### src/rtl/cucc_pkg.sv
package cucc_pkg;

	localparam int unsigned MAX_TOTAL_BYTES = 1048576;
	localparam int unsigned MAX_CHUNK_BYTES = 8184;
	localparam int unsigned COUNT_W = 21;
	localparam int unsigned LEN_W = 13;
	localparam int unsigned QDEPTH = 2;
	localparam int unsigned QPTR_W = (QDEPTH > 1) ? $clog2(QDEPTH) : 1;
	localparam int unsigned QCNT_W = $clog2(QDEPTH + 1);

	localparam logic [31:0] CRC_POLY = 32'hEDB88320;
	localparam logic [31:0] CRC_ONES = 32'hFFFFFFFF;

	localparam logic [2:0] CMD_RESET = 3'd0;
	localparam logic [2:0] CMD_OPEN = 3'd1;
	localparam logic [2:0] CMD_HEADER = 3'd2;
	localparam logic [2:0] CMD_DATA = 3'd3;
	localparam logic [2:0] CMD_COMMIT = 3'd4;

	typedef enum logic [2:0] {
		OP_RESET,
		OP_OPEN,
		OP_HEADER,
		OP_DATA,
		OP_COMMIT,
		OP_UNUSED
	} op_t;

	typedef enum logic [3:0] {
		ST_OK = 4'd0,
		ST_NO_SESSION = 4'd1,
		ST_BAD_OPEN = 4'd2,
		ST_BAD_INDEX = 4'd3,
		ST_BAD_LENGTH = 4'd4,
		ST_OVERFLOW = 4'd5,
		ST_COUNT = 4'd6,
		ST_TAG = 4'd7,
		ST_CRC = 4'd8,
		ST_SEQUENCE = 4'd9
	} status_t;

	typedef struct packed {
		logic [2:0] cmd;
		logic signed [31:0] total_bytes;
		logic signed [31:0] chunk_size;
		logic signed [31:0] session_tag;
		logic signed [31:0] chunk_index;
		logic [31:0] chunk_len;
		logic [31:0] expected_crc;
		logic [7:0] data_byte;
	} req_t;

	typedef struct packed {
		status_t status;
		logic byte_valid;
		logic [7:0] byte_out;
		logic committed;
		logic [COUNT_W-1:0] received_count;
	} rsp_t;

	typedef struct packed {
		op_t op;
		logic open_ok;
		logic total_hi_zero;
		logic [COUNT_W-1:0] total_lo;
		logic [31:0] tag;
		logic idx_hi_zero;
		logic [COUNT_W-1:0] idx_lo;
		logic len_ok;
		logic [LEN_W-1:0] len_lo;
		logic [31:0] ecrc;
		logic [7:0] data;
	} item_t;

	function automatic logic [31:0] crc32_byte(input logic [31:0] crc, input logic [7:0] b);
		logic [31:0] c;
		c = crc ^ {24'b0, b};
		for (int k = 0; k < 8; k++) begin
			c = c[0] ? (CRC_POLY ^ (c >> 1)) : (c >> 1);
		end
		return c;
	endfunction

endpackage

### src/rtl/cucc_front.sv
module cucc_front (
	input  cucc_pkg::req_t  req_data,
	output cucc_pkg::item_t item
);
	import cucc_pkg::*;

	logic [31:0] total_u;
	logic [31:0] csize_u;
	logic [31:0] idx_u;

	assign total_u = $unsigned(req_data.total_bytes);
	assign csize_u = $unsigned(req_data.chunk_size);
	assign idx_u = $unsigned(req_data.chunk_index);

	always_comb begin
		item = '0;
		case (req_data.cmd)
			CMD_RESET: item.op = OP_RESET;
			CMD_OPEN: item.op = OP_OPEN;
			CMD_HEADER: item.op = OP_HEADER;
			CMD_DATA: item.op = OP_DATA;
			CMD_COMMIT: item.op = OP_COMMIT;
			default: item.op = OP_UNUSED;
		endcase
		item.open_ok = (total_u != 32'd0) && (total_u <= MAX_TOTAL_BYTES)
			&& (csize_u != 32'd0) && (csize_u <= MAX_CHUNK_BYTES);
		item.total_hi_zero = (total_u[31:COUNT_W] == '0);
		item.total_lo = total_u[COUNT_W-1:0];
		item.tag = $unsigned(req_data.session_tag);
		item.idx_hi_zero = (idx_u[31:COUNT_W] == '0);
		item.idx_lo = idx_u[COUNT_W-1:0];
		item.len_ok = (req_data.chunk_len != 32'd0) && (req_data.chunk_len <= MAX_CHUNK_BYTES);
		item.len_lo = req_data.chunk_len[LEN_W-1:0];
		item.ecrc = req_data.expected_crc;
		item.data = req_data.data_byte;
	end

endmodule

### src/rtl/cucc_queue.sv
module cucc_queue (
	input  logic            clk,
	input  logic            arst_n,
	input  logic            push,
	input  cucc_pkg::item_t push_item,
	output logic            full,
	input  logic            pop,
	output logic            head_valid,
	output cucc_pkg::item_t head_item
);
	import cucc_pkg::*;

	item_t entry_q [QDEPTH];
	logic [QPTR_W-1:0] wr_ptr_q;
	logic [QPTR_W-1:0] rd_ptr_q;
	logic [QCNT_W-1:0] count_q;
	logic do_push;
	logic do_pop;

	assign full = (count_q == QCNT_W'(QDEPTH));
	assign head_valid = (count_q != '0);
	assign head_item = entry_q[rd_ptr_q];
	assign do_push = push && !full;
	assign do_pop = pop && head_valid;

	function automatic logic [QPTR_W-1:0] ptr_inc(input logic [QPTR_W-1:0] p);
		return (p == QPTR_W'(QDEPTH - 1)) ? '0 : p + 1'b1;
	endfunction

	always_ff @(posedge clk) begin
		if (do_push) begin
			entry_q[wr_ptr_q] <= push_item;
		end
	end

	always_ff @(posedge clk or negedge arst_n) begin
		if (!arst_n) begin
			wr_ptr_q <= '0;
			rd_ptr_q <= '0;
			count_q <= '0;
		end else begin
			if (do_push) begin
				wr_ptr_q <= ptr_inc(wr_ptr_q);
			end
			if (do_pop) begin
				rd_ptr_q <= ptr_inc(rd_ptr_q);
			end
			if (do_push && !do_pop) begin
				count_q <= count_q + 1'b1;
			end else if (do_pop && !do_push) begin
				count_q <= count_q - 1'b1;
			end
		end
	end

endmodule

### src/rtl/cucc_back.sv
module cucc_back (
	input  logic            clk,
	input  logic            arst_n,
	input  logic            head_valid,
	input  cucc_pkg::item_t head_item,
	output logic            pop,
	output logic            rsp_valid,
	input  logic            rsp_stall,
	output cucc_pkg::rsp_t  rsp_data
);
	import cucc_pkg::*;

	logic [COUNT_W-1:0] session_total_q, session_total_n;
	logic [COUNT_W-1:0] bytes_received_q, bytes_received_n;
	logic [COUNT_W-1:0] next_chunk_q, next_chunk_n;
	logic [LEN_W-1:0] bytes_pending_q, bytes_pending_n;
	logic [31:0] stored_tag_q, stored_tag_n;
	logic [31:0] running_crc_q, running_crc_n;
	logic out_valid_q;
	rsp_t out_q;
	rsp_t rsp_n;
	logic done;
	logic [COUNT_W-1:0] remaining;

	assign pop = head_valid && !(out_valid_q && rsp_stall);
	assign rsp_valid = out_valid_q;
	assign rsp_data = out_q;
	assign remaining = session_total_q - bytes_received_q;

	always_comb begin
		session_total_n = session_total_q;
		bytes_received_n = bytes_received_q;
		next_chunk_n = next_chunk_q;
		bytes_pending_n = bytes_pending_q;
		stored_tag_n = stored_tag_q;
		running_crc_n = running_crc_q;
		rsp_n = '0;
		rsp_n.status = ST_OK;
		done = 1'b0;
		case (head_item.op)
			OP_RESET: begin
				session_total_n = '0;
				bytes_received_n = '0;
				next_chunk_n = '0;
				bytes_pending_n = '0;
				stored_tag_n = '0;
				running_crc_n = CRC_ONES;
			end
			OP_OPEN: begin
				if (!head_item.open_ok) begin
					rsp_n.status = ST_BAD_OPEN;
				end else begin
					session_total_n = head_item.total_lo;
					bytes_received_n = '0;
					next_chunk_n = '0;
					bytes_pending_n = '0;
					stored_tag_n = head_item.tag;
					running_crc_n = CRC_ONES;
				end
			end
			OP_HEADER: begin
				if (session_total_q == '0) begin
					rsp_n.status = ST_NO_SESSION;
				end else if (bytes_pending_q != '0) begin
					rsp_n.status = ST_SEQUENCE;
				end else if (!(head_item.idx_hi_zero && head_item.idx_lo == next_chunk_q)) begin
					rsp_n.status = ST_BAD_INDEX;
				end else if (!head_item.len_ok) begin
					rsp_n.status = ST_BAD_LENGTH;
				end else if (COUNT_W'(head_item.len_lo) > remaining) begin
					rsp_n.status = ST_OVERFLOW;
				end else begin
					bytes_pending_n = head_item.len_lo;
					next_chunk_n = next_chunk_q + 1'b1;
				end
			end
			OP_DATA: begin
				if (session_total_q == '0) begin
					rsp_n.status = ST_NO_SESSION;
				end else if (bytes_pending_q == '0) begin
					rsp_n.status = ST_SEQUENCE;
				end else begin
					rsp_n.byte_valid = 1'b1;
					rsp_n.byte_out = head_item.data;
					running_crc_n = crc32_byte(running_crc_q, head_item.data);
					bytes_received_n = bytes_received_q + 1'b1;
					bytes_pending_n = bytes_pending_q - 1'b1;
				end
			end
			OP_COMMIT: begin
				if (session_total_q == '0) begin
					rsp_n.status = ST_NO_SESSION;
				end else if (bytes_pending_q != '0) begin
					rsp_n.status = ST_SEQUENCE;
				end else if (!(head_item.total_hi_zero && head_item.total_lo == session_total_q)
						|| bytes_received_q != session_total_q) begin
					rsp_n.status = ST_COUNT;
				end else if (head_item.tag != stored_tag_q) begin
					rsp_n.status = ST_TAG;
				end else if ((running_crc_q ^ CRC_ONES) != head_item.ecrc) begin
					rsp_n.status = ST_CRC;
				end else begin
					done = 1'b1;
					session_total_n = '0;
					bytes_received_n = '0;
					next_chunk_n = '0;
					bytes_pending_n = '0;
					stored_tag_n = '0;
					running_crc_n = CRC_ONES;
				end
			end
			default: begin
				rsp_n.status = ST_SEQUENCE;
			end
		endcase
		rsp_n.committed = done;
		rsp_n.received_count = done ? bytes_received_q : bytes_received_n;
	end

	always_ff @(posedge clk or negedge arst_n) begin
		if (!arst_n) begin
			session_total_q <= '0;
			bytes_received_q <= '0;
			next_chunk_q <= '0;
			bytes_pending_q <= '0;
			stored_tag_q <= '0;
			running_crc_q <= CRC_ONES;
			out_valid_q <= 1'b0;
		end else begin
			if (pop) begin
				session_total_q <= session_total_n;
				bytes_received_q <= bytes_received_n;
				next_chunk_q <= next_chunk_n;
				bytes_pending_q <= bytes_pending_n;
				stored_tag_q <= stored_tag_n;
				running_crc_q <= running_crc_n;
				out_valid_q <= 1'b1;
			end else if (!rsp_stall) begin
				out_valid_q <= 1'b0;
			end
		end
	end

	always_ff @(posedge clk) begin
		if (pop) begin
			out_q <= rsp_n;
		end
	end

endmodule

### src/rtl/chunked_upload_crc_checker_core.sv
// Channel   Valid      Stall      Payload
// request   req_valid  req_stall  req_data (cucc_pkg::req_t)
// response  rsp_valid  rsp_stall  rsp_data (cucc_pkg::rsp_t)
//
// The block takes one request per cycle while req_stall is low and gives one
// response per request. A request passes through the queue, then the back end
// registers its response; the session update there, CRC byte step included,
// sets that rate. A two-entry queue separates decode from execution, so
// req_stall rises only when the queue is full behind a stalled response.
// Reset clears the session, the queue and the response valid flag.
module chunked_upload_crc_checker_core (
	input  logic            clk,
	input  logic            arst_n,
	input  logic            req_valid,
	output logic            req_stall,
	input  cucc_pkg::req_t  req_data,
	output logic            rsp_valid,
	input  logic            rsp_stall,
	output cucc_pkg::rsp_t  rsp_data
);
	import cucc_pkg::*;

	item_t front_item;
	item_t head_item;
	logic q_full;
	logic head_valid;
	logic pop;

	assign req_stall = q_full;

	cucc_front u_front (
		.req_data (req_data),
		.item     (front_item)
	);

	cucc_queue u_queue (
		.clk        (clk),
		.arst_n     (arst_n),
		.push       (req_valid),
		.push_item  (front_item),
		.full       (q_full),
		.pop        (pop),
		.head_valid (head_valid),
		.head_item  (head_item)
	);

	cucc_back u_back (
		.clk        (clk),
		.arst_n     (arst_n),
		.head_valid (head_valid),
		.head_item  (head_item),
		.pop        (pop),
		.rsp_valid  (rsp_valid),
		.rsp_stall  (rsp_stall),
		.rsp_data   (rsp_data)
	);

endmodule

### config.mk
export PLATFORM = sky130hd
export DESIGN_NAME = chunked_upload_crc_checker_core
export DESIGN_NICKNAME = d
export VERILOG_FILES = /design/src/rtl/cucc_pkg.sv /design/src/rtl/cucc_front.sv /design/src/rtl/cucc_queue.sv /design/src/rtl/cucc_back.sv /design/src/rtl/chunked_upload_crc_checker_core.sv
export SDC_FILE = /design/constraint.sdc
export NUM_CORES = 1
export LEC_CHECK = 0
export BUFFER_PORTS_ARGS = -buffer_cell sky130_fd_sc_hd__buf_4
export CAP_MARGIN = 20
export CORE_MARGIN = 5
export CORE_UTILIZATION = 50
export DETAILED_ROUTE_END_ITERATION = 8
export PLACE_DENSITY = 0.71
export SLEW_MARGIN = 20
export SYNTH_ARGS = -nofsm -noshare
export SYNTH_HDL_FRONTEND = slang
export SYNTH_SLANG_ARGS = --single-unit
### constraint.sdc
create_clock -name clk -period 6.9 [get_ports clk]
set_input_delay 0.69 -clock clk [delete_from_list [all_inputs] [get_ports clk]]
set_output_delay 0.69 -clock clk [all_outputs]
set_load 0.02 [all_outputs]
==> PnR_summary.wiki <==
{| class="wikitable"
! Metric !! Value
|-
| Outcome || finished, final reports clean
|-
| DP Wirelength || 37.2 mm
|-
| Critical path fanouts, max || 63
|-
| Capturing element of the worst setup path || u_back.running_crc_q[16]
|-
| Required time reported for the critical path endpoint || 7.40 ns
|-
| First-pass GRT wire length || 81.4 mm
|-
| Final routed DRC violation total || 0
|-
| Yosys Warn Count || 0
|-
| Area Growth Syn to Fin || 18.6%
|-
| Clock period minus worst slack || 5.45 ns
|-
| Crit start category || flop
|-
| Worst ir drop on vdd || 0.247 mV
|-
| Post-CTS Hold Fix Bufs || 0
|-
| Fraction of the core area covered by cells at the end of the flow || 60.3%
|-
| Die extent in x || 217 um
|-
| Overall track demand over capacity in global routing || 21.6%
|-
| First-pass iteration count of the detailed router || 6
|-
| Max-Cap Viols || 0
|-
| Source-to-sink clock delay at the later pin of the worst-skew pair || 0.59 ns
|-
| Placement row count || 75
|-
| Layout cell share with drive strength beyond 1 || 20.3%
|-
| Type of the tightest min-delay check || in -> async
|-
| Ratio of total power to cell area || 471 nW/um2
|-
| Overall die area || 47100 um2
|-
| Total of flip-flops plus latches after synthesis || 448
|-
| RSZ-0062 raised after global routing || no
|-
| Family with the most delay on the worst path || simple AND/OR/NAND/NOR gates
|-
| Clock slew at reported path FFs || 0.06 ns
|-
| Worst rel slew slack || 25.9%
|-
| Overall die height || 217 um
|-
| Delay of the slowest cell on the worst path || 0.85 ns
|-
| Gr ovfl total || 0
|-
| Peak Freq || 183 MHz
|-
| Number of top-level pins || 244
|-
| Library cell used as clock root buffer || sky130_fd_sc_hd__clkbuf_16
|-
| Deepest level of the CTS H-tree || 2
|-
| Post-layout net count || 2204
|-
| Syn Inst Count || 1720
|-
| Reported leakage power || 0.00988 uW
|-
| TritonCTS buffer count || 47
|-
| Cells on worst reg2reg path || 13
|-
| Launching instance or port of the critical path || u_queue.rd_ptr_q
|-
| Crit path arrival time || 5.96 ns
|-
| Total number of vias || 14548
|-
| Synth cell types || 72
|-
| Critical path, cell by cell || buf_12, mux2i_1, xnor2_1, nor4_1, nand4_1, nor4_2, nand4_1, and2_1, or2_1, a21oi_4, buf_4, nor2_1, a31oi_1
|-
| Mean Syn Cell Area || 12.5 um2
|-
| Maximum number of pins on one net before global-route repair || 76
|-
| Initial antenna violation count || 0
|-
| CTS Sinks || 448
|-
| Cell Area, Synth || 21400 um2
|-
| Effective utilization at floorplan || 50.9%
|-
| Maximum count of clock buffers along a single path || 3
|-
| Synth Net Count || 1965
|-
| Total buffers and inverters traversed by the critical path || 2
|-
| Average wire length per cell after detail routing || 20.5 um
|-
| Most common cell after layout, fill and taps aside || sky130_fd_sc_hd__edfxtp_1
|-
| TritonCTS clock tree || yes
|-
| Slack of the worst reg-to-reg path || 1.45 ns
|-
| Number of input and output port buffers inserted || 243
|-
| Tot Pwr || 12000 uW
|-
| Post-Place Worst Slack || 1.47 ns
|-
| EDFF count, synth || 303
|-
| Most numerous cell on the critical path || sky130_fd_sc_hd__nand4_1
|-
| Worst-Margin Slew || 1.10 ns
|-
| Worst setup path category || reg -> reg
|-
| Worst setup margin || 1.45 ns
|-
| CORE AREA || 42100 um2
|-
| Gpl congestion || 0.931
|-
| Crit. path cell count || 13
|-
| Sequential fraction of the synthesis area || 59.6%
|-
| Detail Route Antenna Nets || 0
|-
| Skew final || 0.0241 ns
|-
| Via count of the first global-routing pass || 14659
|-
| Wire length reported by the detailed router || 52.1 mm
|-
| Capturing point of the worst reg2reg path || u_back.running_crc_q[16]
|-
| DRC violation total after the first TritonRoute iteration || 1225
|-
| Post-CTS Setup Bufs || 0
|-
| Commonest cells after routing, fill and taps aside || sky130_fd_sc_hd__edfxtp_1 (303), sky130_fd_sc_hd__buf_4 (260), sky130_fd_sc_hd__nand2_1 (154), sky130_fd_sc_hd__xnor2_1 (144), sky130_fd_sc_hd__mux2i_1 (130)
|-
| Final-report hold violation count || 0
|-
| Post-CTS Resized || 0
|-
| Setup-violating endpoint count in the final report || 0
|-
| Setup TNS || 0 ns
|-
| Vias/cell || 5.73
|-
| Cell at the slowest stage of the critical path || sky130_fd_sc_hd__dfrtp_4
|-
| Pins over their slew limit || 0
|-
| Startpoint of the most critical register-to-register path || u_queue.rd_ptr_q
|-
| Ys flop type || sky130_fd_sc_hd__edfxtp_1
|-
| Period Utilization, post-route || 79.0%
|-
| Antenna Diode Count || 0
|-
| Async set or reset register ratio after synthesis || 32.4%
|-
| Kind of capture point of the worst setup path || flop
|}
cell families after synthesis:
family | count (synthesis) | share of synthesized area [%]
compound gates | 310 | 9.55
xor+xnor | 199 | 8.20
fa+ha+maj | 38 | 2.25
buf+inv | 110 | 2.40
flops | 448 | 59.6
mux | 146 | 6.91
simple gates | 469 | 11.1
where the power goes:
group          leakage, uW  switching (uW)  total [uW]  internal, uW
clock network     0.000775            1070        2620          1550
logic              0.00438            3160        5300          2140
registers          0.00472             386        4060          3680
cell type report:
cell class,instances,area [um2]
Timing Repair Buffer,264,2020
Inverter,36,135
Fill cell,3292,16700
Sequential cell,448,12800
Clock inverter,23,315
Clock buffer,65,1290
Multi-Input combinational cell,1162,8210
Tap cell,539,674
sequential cells by signal (all words and copies together), names as in the netlist:
name                     flops
u_back.bytes_pending_q      13
u_back.bytes_received_q     21
u_back.next_chunk_q         21
u_back.rsp_data             35
u_back.rsp_valid             1
u_back.running_crc_q        32
u_back.session_total_q      21
u_back.stored_tag_q         32
u_queue.count_q              2
u_queue.entry_q            268
u_queue.rd_ptr_q             1
u_queue.wr_ptr_q             1
worst min path at each step:
stage / from / end / slack [ns] / depth (start not counted)
final: arst_n / u_back.bytes_received_q[11] / 0.11 / 1
after global routing: arst_n / u_back.bytes_received_q[12] / 0.17 / 1
after CTS: arst_n / u_back.bytes_received_q[12] / 0.14 / 1
after detailed placement: u_back.rsp_valid / u_back.rsp_valid / 0.48 / 2
after global placement: u_back.rsp_valid / u_back.rsp_valid / 0.47 / 2
after floorplan: arst_n / u_back.bytes_pending_q[0] / 0.39 / 0
Yosys cell counts (21+ instances only):
| library cell | instances | area share (%) |
|---|---|---|
| sky130_fd_sc_hd__inv_1 | 36 | 0.63 |
| sky130_fd_sc_hd__nor3_1 | 21 | 0.49 |
| sky130_fd_sc_hd__dfstp_2 | 32 | 3.9 |
| sky130_fd_sc_hd__edfxtp_1 | 303 | 42 |
| sky130_fd_sc_hd__nand4_1 | 29 | 0.85 |
| sky130_fd_sc_hd__nand2b_1 | 24 | 0.70 |
| sky130_fd_sc_hd__nor2_1 | 90 | 1.6 |
| sky130_fd_sc_hd__nor4_1 | 59 | 1.7 |
| sky130_fd_sc_hd__o21ai_0 | 58 | 1.4 |
| sky130_fd_sc_hd__dfrtp_1 | 113 | 13 |
| sky130_fd_sc_hd__o31ai_1 | 62 | 2.2 |
| sky130_fd_sc_hd__a21oi_1 | 57 | 1.3 |
| sky130_fd_sc_hd__clkbuf_1 | 47 | 0.82 |
| sky130_fd_sc_hd__nand2_1 | 155 | 2.7 |
| sky130_fd_sc_hd__a31oi_1 | 43 | 1.3 |
| sky130_fd_sc_hd__mux2i_1 | 130 | 6.1 |
| sky130_fd_sc_hd__ha_1 | 37 | 2.2 |
| sky130_fd_sc_hd__xor2_1 | 53 | 2.2 |
| sky130_fd_sc_hd__nand3_1 | 26 | 0.61 |
| sky130_fd_sc_hd__xnor2_1 | 144 | 5.9 |
metrics by stage:
stage                     hold slack [ns]  cells  area [um2]
after CTS                           0.144   2537       25400
after floorplan                     0.394   1720       21400
after detailed placement            0.476   2449       23800
after global placement              0.467   2448       23800
final                               0.112   2537       25400
after global routing                0.172   2537       25400
per-layer routing:
metal,GRT usage [%],vias to the layer above,part of all wire [%]
met5,0,-,0
met4,6.15,0,2.4
met3,3.39,88,5.6
met2,37.1,422,50
met1,28.9,7129,42
li1,-,6909,-
No activity file was read; power rests on OpenSTA's default activity.
